==> src/design/scfp_pkg.sv <==
// Shared types, character codes and keyword tables of the serial command frame parser.
package scfp_pkg;

    localparam int NAME_LEN_DEF   = 4;
    localparam int VALUE_ROOM_DEF = 16;

    localparam logic [7:0] CH_SEMI  = 8'h3B;
    localparam logic [7:0] CH_COLON = 8'h3A;
    localparam logic [7:0] CH_CR    = 8'h0D;
    localparam logic [7:0] CH_LF    = 8'h0A;
    localparam logic [7:0] CH_SPACE = 8'h20;
    localparam logic [7:0] CH_PLUS  = 8'h2B;
    localparam logic [7:0] CH_MINUS = 8'h2D;
    localparam logic [7:0] CH_ZERO  = 8'h30;
    localparam logic [7:0] CH_NINE  = 8'h39;
    localparam logic [7:0] CH_TAB   = 8'h09;

    localparam int NUM_CMDS = 5;

    localparam logic [2:0] CMD_CPU_TEMP  = 3'd0;
    localparam logic [2:0] CMD_GPU_TEMP  = 3'd1;
    localparam logic [2:0] CMD_CPU_LOAD  = 3'd2;
    localparam logic [2:0] CMD_GPU_LOAD  = 3'd3;
    localparam logic [2:0] CMD_UNIX_TIME = 3'd4;

    // Command names in command id order.
    localparam logic [7:0] KNOWN_NAMES [NUM_CMDS][4] = '{
        '{8'h63, 8'h70, 8'h75, 8'h74},  // cput
        '{8'h67, 8'h70, 8'h75, 8'h74},  // gput
        '{8'h63, 8'h70, 8'h75, 8'h6C},  // cpul
        '{8'h67, 8'h70, 8'h75, 8'h6C},  // gpul
        '{8'h75, 8'h6E, 8'h69, 8'h78}   // unix
    };

    localparam logic [7:0] WORD_TRUE  [4] = '{8'h74, 8'h72, 8'h75, 8'h65};
    localparam logic [7:0] WORD_FALSE [5] = '{8'h66, 8'h61, 8'h6C, 8'h73, 8'h65};

    localparam logic [2:0] TRUE_DONE  = 3'd4;
    localparam logic [2:0] FALSE_DONE = 3'd5;
    localparam logic [2:0] PROG_FAIL  = 3'd7;

    localparam logic [35:0] POS_LIMIT = 36'h0_7FFF_FFFF;
    localparam logic [35:0] NEG_LIMIT = 36'h0_8000_0000;

    typedef enum logic [1:0] {
        PH_SKIP_WS = 2'd0,
        PH_SIGNED  = 2'd1,
        PH_DIGITS  = 2'd2,
        PH_DONE    = 2'd3
    } t_num_phase;

    typedef struct packed {
        logic [7:0] rx_byte;
        logic       menu_active;
    } t_in_item;

    typedef struct packed {
        logic [2:0]         cmd_id;
        logic signed [31:0] cmd_value;
    } t_out_item;

    typedef struct packed {
        logic [31:0] acc;
        logic        negative;
        logic [2:0]  true_prog;
        logic [2:0]  false_prog;
    } t_value_state;

endpackage

==> src/design/scfp_value_parser.sv <==
// Running parse of the value text: true/false keyword match and saturating decimal value.
module scfp_value_parser
    import scfp_pkg::*;
(
    input  logic         i_clk,
    input  logic         i_rst_n,
    input  logic         i_clear,
    input  logic         i_step,
    input  logic [7:0]   i_byte,
    output t_value_state o_state
);

    t_num_phase   r_phase, n_phase;
    t_value_state r_val, n_val;

    logic [35:0] w_next;
    logic [35:0] w_limit;
    logic        w_digit;

    always_ff @(posedge i_clk) begin
        if (!i_rst_n) begin
            r_phase <= PH_SKIP_WS;
            r_val   <= '0;
        end else begin
            r_phase <= n_phase;
            r_val   <= n_val;
        end
    end

    assign w_digit = (i_byte >= CH_ZERO) && (i_byte <= CH_NINE);
    assign w_limit = r_val.negative ? NEG_LIMIT : POS_LIMIT;
    // acc * 10 as (acc << 3) + (acc << 1), plus the digit.
    assign w_next  = {1'b0, r_val.acc, 3'b000} + {3'b000, r_val.acc, 1'b0}
                   + {32'd0, i_byte[3:0] - CH_ZERO[3:0]};

    always_comb begin
        n_phase = r_phase;
        n_val   = r_val;
        if (i_clear) begin
            n_phase = PH_SKIP_WS;
            n_val   = '0;
        end else if (i_step) begin
            if (r_val.true_prog < TRUE_DONE) begin
                n_val.true_prog = (i_byte == WORD_TRUE[r_val.true_prog[1:0]])
                                ? r_val.true_prog + 3'd1 : PROG_FAIL;
            end
            if (r_val.false_prog < FALSE_DONE) begin
                n_val.false_prog = (i_byte == WORD_FALSE[r_val.false_prog])
                                 ? r_val.false_prog + 3'd1 : PROG_FAIL;
            end
            if (r_phase != PH_DONE) begin
                if (w_digit) begin
                    n_val.acc = (w_next > w_limit) ? w_limit[31:0] : w_next[31:0];
                    n_phase   = PH_DIGITS;
                end else if (r_phase == PH_SKIP_WS &&
                             (i_byte == CH_SPACE || i_byte inside {[CH_TAB:CH_CR]})) begin
                    n_phase = PH_SKIP_WS;
                end else if (r_phase == PH_SKIP_WS &&
                             (i_byte == CH_PLUS || i_byte == CH_MINUS)) begin
                    n_val.negative = (i_byte == CH_MINUS);
                    n_phase        = PH_SIGNED;
                end else begin
                    n_phase = PH_DONE;
                end
            end
        end
    end

    assign o_state = r_val;

endmodule

==> src/design/serial_command_frame_parser.sv <==
// Top level of the serial command frame parser: frame tracking, name match and result register.
//
//   channel | direction | handshake                | payload
//   --------+-----------+--------------------------+-----------------------------
//   in      | input     | i_in_valid / o_in_ready  | i_in_data  (t_in_item)
//   out     | output    | o_out_valid / i_out_ready| o_out_data (t_out_item)
//
// A byte is taken into the input register; when the output register is free or its
// result is taken, the byte's frame update is applied and any result is loaded into the
// output register: one byte per cycle while results are taken, set by the single update path.
// Reset (synchronous, active low) empties both registers and starts an empty frame.
// A result waiting in the output register stalls the input register whenever a byte
// is waiting behind it and the result is not taken in that cycle.
module serial_command_frame_parser
    import scfp_pkg::*;
#(
    parameter int NAME_LEN   = NAME_LEN_DEF,
    parameter int VALUE_ROOM = VALUE_ROOM_DEF
) (
    input  logic      i_clk,
    input  logic      i_rst_n,
    input  logic      i_in_valid,
    output logic      o_in_ready,
    input  t_in_item  i_in_data,
    output logic      o_out_valid,
    input  logic      i_out_ready,
    output t_out_item o_out_data
);

    localparam int FRAME_CAP = NAME_LEN + VALUE_ROOM - 1;
    localparam int CNT_W     = $clog2(FRAME_CAP + 1);
    localparam logic [CNT_W-1:0] CAP_C  = CNT_W'(FRAME_CAP);
    localparam logic [CNT_W-1:0] NAME_C = CNT_W'(NAME_LEN);

    logic      r_in_valid;
    t_in_item  r_in;
    logic      r_out_valid;
    t_out_item r_out;

    logic [CNT_W-1:0]         r_cnt, n_cnt;
    logic [NAME_LEN-1:0][7:0] r_name, n_name;
    logic                     r_colon, n_colon;

    logic         w_go;
    logic         w_semi, w_crlf, w_full, w_store;
    logic         w_clear, w_step;
    logic         w_hit;
    logic [31:0]  w_val;
    logic [2:0]   w_id;
    logic         w_any;
    t_value_state w_vs;

    // Name compare: positions beyond the four keyword characters hold a terminator.
    function automatic logic name_hit(input logic [NAME_LEN-1:0][7:0] nm,
                                      input logic [2:0] k);
        logic       ok;
        logic       stop;
        logic [7:0] want;
        ok   = 1'b1;
        stop = 1'b0;
        for (int i = 0; i < NAME_LEN; i++) begin
            want = (i < 4) ? KNOWN_NAMES[k][i[1:0]] : 8'h00;
            if (!stop) begin
                if (nm[i] != want) ok = 1'b0;
                if (want == 8'h00) stop = 1'b1;
            end
        end
        return ok;
    endfunction

    assign w_go       = r_in_valid && (!r_out_valid || i_out_ready);
    assign o_in_ready = !r_in_valid || w_go;

    always_ff @(posedge i_clk) begin
        if (!i_rst_n) begin
            r_in_valid <= 1'b0;
        end else if (o_in_ready) begin
            r_in_valid <= i_in_valid;
        end
    end

    always_ff @(posedge i_clk) begin
        if (o_in_ready && i_in_valid) begin
            r_in <= i_in_data;
        end
    end

    assign w_semi  = (r_in.rx_byte == CH_SEMI);
    assign w_crlf  = (r_in.rx_byte == CH_CR) || (r_in.rx_byte == CH_LF);
    assign w_full  = (r_cnt >= CAP_C);
    assign w_store = w_go && !w_semi && !w_crlf && !w_full;
    assign w_clear = w_go && (w_semi || (!w_crlf && w_full));
    assign w_step  = w_store && (r_cnt > NAME_C);

    scfp_value_parser u_value (
        .i_clk   (i_clk),
        .i_rst_n (i_rst_n),
        .i_clear (w_clear),
        .i_step  (w_step),
        .i_byte  (r_in.rx_byte),
        .o_state (w_vs)
    );

    always_comb begin
        n_cnt   = r_cnt;
        n_name  = r_name;
        n_colon = r_colon;
        if (w_clear) begin
            n_cnt   = '0;
            n_name  = '0;
            n_colon = 1'b0;
        end else if (w_store) begin
            n_cnt = r_cnt + CNT_W'(1);
            for (int i = 0; i < NAME_LEN; i++) begin
                if (r_cnt == CNT_W'(i)) n_name[i] = r_in.rx_byte;
            end
            if (r_cnt == NAME_C) n_colon = (r_in.rx_byte == CH_COLON);
        end
    end

    always_ff @(posedge i_clk) begin
        if (!i_rst_n) begin
            r_cnt   <= '0;
            r_name  <= '0;
            r_colon <= 1'b0;
        end else begin
            r_cnt   <= n_cnt;
            r_name  <= n_name;
            r_colon <= n_colon;
        end
    end

    always_comb begin
        if (w_vs.true_prog == TRUE_DONE) begin
            w_val = 32'd1;
        end else if (w_vs.false_prog == FALSE_DONE) begin
            w_val = 32'd0;
        end else if (w_vs.negative) begin
            w_val = 32'd0 - w_vs.acc;
        end else begin
            w_val = w_vs.acc;
        end
    end

    // The first matching name in command order wins.
    always_comb begin
        w_id  = CMD_CPU_TEMP;
        w_any = 1'b0;
        for (int k = NUM_CMDS - 1; k >= 0; k--) begin
            if (name_hit(r_name, 3'(k))) begin
                w_id  = 3'(k);
                w_any = 1'b1;
            end
        end
    end

    // A value of minus one is treated as no command.
    assign w_hit = w_semi && !r_in.menu_active && r_colon && (r_cnt > NAME_C)
                 && (w_val != 32'hFFFF_FFFF) && w_any;

    always_ff @(posedge i_clk) begin
        if (!i_rst_n) begin
            r_out_valid <= 1'b0;
        end else if (w_go && w_hit) begin
            r_out_valid <= 1'b1;
        end else if (i_out_ready) begin
            r_out_valid <= 1'b0;
        end
    end

    always_ff @(posedge i_clk) begin
        if (w_go && w_hit) begin
            r_out.cmd_id    <= w_id;
            r_out.cmd_value <= w_val;
        end
    end

    assign o_out_valid = r_out_valid;
    assign o_out_data  = r_out;

endmodule

==> config.mk <==
export PLATFORM = sky130hd
export DESIGN_NAME = serial_command_frame_parser
export DESIGN_NICKNAME = d
export VERILOG_FILES = /design/src/design/scfp_pkg.sv /design/src/design/scfp_value_parser.sv /design/src/design/serial_command_frame_parser.sv
export SDC_FILE = /design/constraint.sdc
export NUM_CORES = 1
export LEC_CHECK = 0
export ABC_AREA = 0
export BUFFER_PORTS_ARGS = -buffer_cell sky130_fd_sc_hd__buf_2
export CORE_ASPECT_RATIO = 0.75
export CORE_MARGIN = 4
export CORE_UTILIZATION = 62
export CTS_CLUSTER_DIAMETER = 50
export DETAILED_ROUTE_END_ITERATION = 16
export PLACE_DENSITY_LB_ADDON = 0.15
export RECOVER_POWER = 50
export REMOVE_ABC_BUFFERS = 1
export SETUP_SLACK_MARGIN = 0.1
export SLEW_MARGIN = 15
export SYNTH_ARGS = -nofsm -noshare
export SYNTH_HDL_FRONTEND = slang
export SYNTH_SLANG_ARGS = --single-unit
==> constraint.sdc <==
create_clock -name i_clk -period 6.67 [get_ports i_clk]
set_input_delay 0.3335 -clock i_clk [delete_from_list [all_inputs] [get_ports i_clk]]
set_output_delay 0.3335 -clock i_clk [all_outputs]
set_load 0.01 [all_outputs]
==> results of run 1 <==
cell type report:
class                      instances  area (um2)  area share, %
tap                              175         219           2.26
clock buffer                      17         425           4.39
sequential                       125        2940           30.4
clock inverter                    15         143           1.47
inverter                          22        82.6          0.853
timing repair buffer              56         246           2.55
multi-input combinational        797        5620           58.1
placed cells by master (no fill, tap or decap), types with 21 or more instances in the layout:
cell and instances:
nor2_1 124, ha_1 108, dfxtp_1 81, a21oi_1 70, nand2_1 68, o21ai_0 50
edfxtp_1 44, clkbuf_1 39, xor2_1 36, xnor2_1 30, nand3_1 28, a21o_1 24
inv_1 21
kinds of logic after synthesis:
logic type      Yosys count
compound gates          249
xor+xnor                 66
fa+ha+maj               110
buf+inv                  67
flops                   125
mux                      19
simple gates            353
sequential cells by signal (all words and copies together), names as in the netlist:
name	flops
u_value.o_state	39
o_out_data	35
r_name	32
r_in	9
r_cnt	5
u_value.r_phase	2
o_out_valid	1
r_colon	1
r_in_valid	1
how the worst max path moves through the flow:
stage | from | to | slack (ns) | cells after the start
after floorplan | r_in[4] | u_value.o_state[12] | -2.54 | 21
after global placement | u_value.o_state[9] | u_value.o_state[26] | 0.83 | 22
after detailed placement | u_value.o_state[9] | u_value.o_state[19] | 0.62 | 22
after CTS | u_value.o_state[9] | u_value.o_state[19] | 0.57 | 22
after global routing | r_in[3] | u_value.o_state[33] | 0.16 | 22
final | u_value.o_state[9] | u_value.o_state[19] | 0.60 | 20
through the flow:
stage,util (%),cell area [um2],instances,TNS [ns]
2_1_floorplan,-,8620,944,-78.61
3_3_place_gp,66.5,9170,1175,0
3_5_place_dp,66.5,9170,1175,0
4_1_cts,70.6,9740,1207,0
5_1_grt,70.2,9680,1207,0
6_report,70.2,9680,1207,0
per-layer routing:
layer	vias up	GRT usage, %	wire length, um
met4	0	6.58	420
met5	-	0	0
met3	45	5.35	2000
met1	3682	44.0	11300
met2	367	41.0	9510
li1	3757	-	-
what timing repair did:
action / 4_1_cts / 5_1_grt
buffers inserted: 0 / 0
endpoints found under the setup margin: 0 / 8
endpoints found under the hold margin: 0 / 0
resized for setup: 0 / 1
critical path, cell delays in order (launching register included):
cell and delay [ns]:
dfxtp_1 0.52, fa_1 0.53, ha_1 0.34, a211oi_1 0.33, o21ai_0 0.24, a22oi_1 0.33, a311oi_1 0.18, o21ai_0 0.42
o21ai_0 0.22, xnor2_1 0.28, ha_1 0.30, nand4_1 0.15, nor2_1 0.07, a221oi_1 0.24, o21ai_0 0.18, a211oi_1 0.23
o22ai_1 0.16, a2111oi_4 0.50, buf_4 0.29, and3_1 0.31, a221o_1 0.18
report_power, final:
part           total [mW]  switching (mW)  internal [mW]
clock               0.887           0.391          0.495
sequential          0.813          0.0179          0.795
combinational      0.0607          0.0393         0.0214
==> run metrics, run 1 <==
nets=approximately 1,100; Crit path arrival time=between 6 and 7 ns; failing checks=capacitance limit, slew limit; H-tree levels=4; setup repair after global routing missed its margin=no; Avg Vias per Cell=6.50; portion of netlist area occupied by mux cells=between 2 and 2.5%; Routed WL per cell=between 15 and 20 um; Via Count=~8,000; flop-to-flop setup slack=around 0.60 ns; clk slew on worst S/H paths=0.06 ns; Worst R2R End=u_value.o_state[19]; syn avg cell area=roughly 8.9 um2; Tmin final=approximately 6.1 ns; Rel. slew slack=-48.4%; DRT Wirelength=23,200 um; Max Cap Viol=1; drt drc=0; Final WS setup=between 0.5 and 0.6 ns; Filler Cell Count=~1,100; Detailed Place HPWL=around 17,000 um; worst-margin pin slew=2.23 ns; CTS Hold Bufs=0; most frequent cells after synthesis=124 x nor2_1, 108 x ha_1, 81 x dfxtp_1; IO buf count=a little under 50; hold_ws=0.0885 ns; power density cells=about 180 nW/um2; Worst setup EP type=register; grt ovf=0; number of synthesized flops with an enable pin=between 40 and 50; register area share after synthesis=between 30% and 40%; final setup vio count=0; CTS tree=done; Inserted Clock Buffers=17; LEAKAGE=4.44 nW; post-synthesis compound-gate area fraction=a little under a fifth; most frequent cell after synthesis=nor2_1; Root Driver=clkbuf_16; Critical R2R Launch=u_value.o_state[9]; Hold Crit Start=i_in_data[7]; routability congestion estimate=approximately 0.94; Die X=146 um; status=complete, but fails checks; maximum clock frequency=0.165 GHz; Synth area leader=dfxtp_1; deepest clock path buffer count=2; IO Count=50; Hold Path Class=in -> reg; first-pass GRT wire length=37,700 um; largest net degree at the start of global routing=48; Worst Path Max Fanout=16; P&R area growth vs syn=9.91%; final clock skew=about 0.011 ns; Worst Hold Path Cells=1; share of flip-flops with an asynchronous set or reset=0%; Worst EP required=between 7 and 8 ns; Pwr Total=around 1.8 mW; Initial Utilization=63.8%; area of the mapped netlist=8810 um2; CP startpoint kind=register; die height=roughly 110 um; Main synth FF type=dfxtp_1; Slew Limit Fails=48; Detailed Routing Iterations Pass 1=6; final hold vios=0; top cells by area, synth=dfxtp_1 18%, ha_1 15%, edfxtp_1 15%, nor2_1 5.3%, a21oi_1 4.0%; clk sinks=approximately 130; number of global-route vias before repair=around 7,100; Tot GR Track Use=28.5%; initial antenna violation count=0; Synth top area share=around 18%; Distinct cells, synth=73; Reg2Reg Depth=20; Core Area=~14,000 um2; latest clock arrival within the worst-skew pair=approximately 0.42 ns; worst hold endpoint=r_in[7]; Max VDD drop=0.000184 V; pre-CTS setup slack=around 0.62 ns; # rows=37; Simple-Gate Fraction of Synth Area=between 20% and 30%; Setup CP Type=reg -> reg; number of cells produced by synthesis=about 1,000; initial DRC count=between 700 and 800; largest family of logic cells by synthesized area=simple AND/OR/NAND/NOR gates; fin crit share=between 90% and 100%; XOR/XNOR Fraction of Synth Area=under 10%; die footprint=16,200 um2; n_diodes=0; Syn. warnings=0; post-synthesis adder-cell area fraction=~16%; post-synthesis register bit count=approximately 130; Routed Antenna Nets=0; layout cells sized above 1=around 6%
(Power assumes the default switching activity.)
==> run 2: changes to the inputs <==
PLACE_DENSITY = 0.89   (was default)
PLACE_DENSITY_LB_ADDON = default   (was 0.15)
==> run 2 against run 1 <==
- the run still ends with capacitance limit, slew limit left
- register-to-register slack lost 0.14 ns
- clock-buffer cell count rose by 3
- cell count is essentially flat
- critical path depth increased by 2
- first-iteration DRC count increased by 47%
- combinational power hardly changed
- setup slack got worse by 0.14 ns
- total power is 2.1% lower
- wire length increased by 2.1%
==> run metrics, run 2 (same netlist as run 1, synthesis figures left out) <==
status=complete, but fails checks (unchanged); failing checks=capacitance limit, slew limit (unchanged); post-CTS setup buffers=0 (unchanged); Pint=1.32 mW (was 1.31 mW); switching share of power=23.2% (was 25.5%); latest clock arrival within the worst-skew pair=0.42 ns (about the same); nets=1,141 (was 1,142); maximum clock frequency=0.161 GHz (was 0.165 GHz); Routed WL per cell=19.6 um (was 19.2 um); CP cell instances=fa_1 > ha_1 > a211oi_1 > o211ai_1 > a31o_2 > a21o_1 > a21oi_1 > o21bai_1 > a21oi_1 > xnor2_1 > inv_1 > ha_1 > a21o_1 > a21o_1 > a221oi_1 > o21ai_0 > a211oi_1 > o22ai_1 > a2111oi_2 > buf_4 > and3_1 > a221o_1 (was fa_1 > ha_1 > a211oi_1 > o21ai_0 > a22oi_1 > a311oi_1 > o21ai_0 > o21ai_0 > xnor2_1 > ha_1 > nand4_1 > nor2_1 > a221oi_1 > o21ai_0 > a211oi_1 > o22ai_1 > a2111oi_4 > buf_4 > and3_1 > a221o_1); Initial Utilization=63.8% (unchanged); setup repair after global routing missed its margin=no (unchanged); Setup CP Type=reg -> reg (unchanged); die height=111 um (unchanged); # rows=37 (unchanged); first-pass GRT wire length=38,400 um (was 37,700 um); Inserted Clock Buffers=17 (unchanged); final setup vio count=0 (unchanged); DRT Wirelength=23,700 um (was 23,200 um); CTS tree=done (unchanged); Worst EP required=7.03 ns (about the same); hold_ws=0.0838 ns (was 0.0885 ns); H-tree levels=4 (unchanged); n_diodes=0 (unchanged); number of global-route vias before repair=7,489 (was 7,148); final clock skew=0.00895 ns (was 0.0113 ns); Max Cap Viol=3 (was 1); CP max stage delay=0.61 ns (was 0.53 ns); placed cells=1,174 (was 1,175); Detailed Routing Iterations Pass 1=5 (was 6); max reg flops=39 (unchanged); deepest clock path buffer count=2 (unchanged); fin util=69.9% (was 70.2%); Crit-path slowest cell=dfxtp_1 (was fa_1); Tmin final=6.21 ns (was 6.07 ns); flop-to-flop setup slack=0.46 ns (was 0.60 ns); Worst setup EP type=register (unchanged); Final Cell Area=9640 um2 (was 9680 um2); worst-margin pin slew=2.28 ns (was 2.23 ns); IO buf count=49 (unchanged); routability congestion estimate=1.01 (was 0.944); Via Count=8,035 (was 7,851); Slew Limit Fails=82 (was 48); Worst Path Buf+Inv=2 (was 1); Resized cells post-CTS=0 (unchanged); initial DRC count=1,159 (was 786); largest net degree at the start of global routing=65 (was 48); Reg2Reg Depth=22 (was 20); Worst R2R End=u_value.o_state[26] (was u_value.o_state[19]); Non-Filler Instances=1,206 (was 1,207); Root Driver=clkbuf_16 (unchanged); Critical R2R Launch=u_value.o_state[9] (unchanged); Avg Vias per Cell=6.66 (was 6.50); clk sinks=125 (unchanged); Hold Path Class=in -> reg (unchanged); Max VDD drop=0.000136 V (was 0.000184 V); Setup crit end=u_value.o_state[26] (was u_value.o_state[19]); initial antenna violation count=0 (unchanged); sequential share of power=47.1% (was 46.2%); CP startpoint kind=register (unchanged); Die X=146 um (unchanged); drt drc=0 (unchanged); Comb power frac=3.5% (was 3.4%); CTS Hold Bufs=0 (unchanged); Core Area=13,800 um2 (unchanged); Crit path arrival time=6.56 ns (was 6.43 ns); placed cell area=9160 um2 (was 9170 um2); NetSw=0.399 mW (was 0.449 mW); Detailed Place HPWL=17,100 um (was 17,300 um); die footprint=16,200 um2 (unchanged); commonest cells after routing, fill and taps aside=124 x nor2_1, 108 x ha_1, 81 x dfxtp_1, 70 x a21oi_1, 68 x nand2_1 (unchanged); P&R area growth vs syn=9.40% (was 9.91%); Worst Path Max Fanout=16 (unchanged); Clock power frac=49.4% (was 50.4%); most common cell after layout, fill and taps aside=nor2_1 (unchanged); grt ovf=0 (unchanged); number of cells on the critical path=22 (was 20); LEAKAGE=4.42 nW (was 4.44 nW); Tot GR Track Use=29.0% (was 28.5%); IO Count=50 (unchanged); CP top delay family=compound AO/OA/AOI/OAI gates (unchanged); power density cells=179 nW/um2 (was 182 nW/um2); final hold vios=0 (unchanged); fin crit share=93.1% (was 91.0%); Rel. slew slack=-52.0% (was -48.4%); CP startpoint=u_value.o_state[9] (unchanged); layout cells sized above 1=5.63% (was 5.91%); clk slew on worst S/H paths=0.06 ns (about the same); most used cell, CP=a21o_1 (was o21ai_0); Routed Antenna Nets=0 (unchanged)
## run 2: per-layer routing
layer / global-route usage, % / share of wire (%)
met1: 42.8 / 45
met2: 40.6 / 40
met3: 9.07 / 13
met4: 7.91 / 1.5
met5: 0 / 0
## run 2: power groups by stage
stage | clock network, mW | logic (mW) | registers, mW
after floorplan | 0 | 0.0385 | 0.822
after global placement | 0 | 0.0565 | 0.826
after detailed placement | 0 | 0.0586 | 0.827
after CTS | 0.852 | 0.0600 | 0.811
after global routing | 0.891 | 0.0662 | 0.812
final | 0.851 | 0.0608 | 0.812
## run 2: worst min-delay path by stage
| stage | depth (start not counted) | startpoint | to |
|---|---|---|---|
| floorplan | 2 | r_name[17] | r_name[17] |
| global placement | 2 | r_name[8] | r_name[8] |
| detailed placement | 2 | r_name[23] | r_name[23] |
| CTS | 1 | i_in_data[2] | r_in[2] |
| global route | 1 | i_in_data[6] | r_in[6] |
| finish | 1 | i_in_data[8] | r_in[8] |
## run 2: final cells by class
class                           instances  area (um2)
Tap cell                              175         219
Multi-Input combinational cell        797        5600
Clock buffer                           20         468
Timing Repair Buffer                   55         238
Clock inverter                         12        83.8
Sequential cell                       125        2940
Fill cell                            1005        4160
Inverter                               22        82.6
## run 2: through the flow
| stage | setup TNS, ns | power, mW | setup WS, ns |
|---|---|---|---|
| 3_3_place_gp | 0 | 0.882 | 0.931 |
| 2_1_floorplan | -78.61 | 0.860 | -2.54 |
| 6_report | 0 | 1.72 | 0.461 |
| 3_5_place_dp | 0 | 0.885 | 0.732 |
| 4_1_cts | 0 | 1.72 | 0.642 |
| 5_1_grt | 0 | 1.77 | 0.114 |
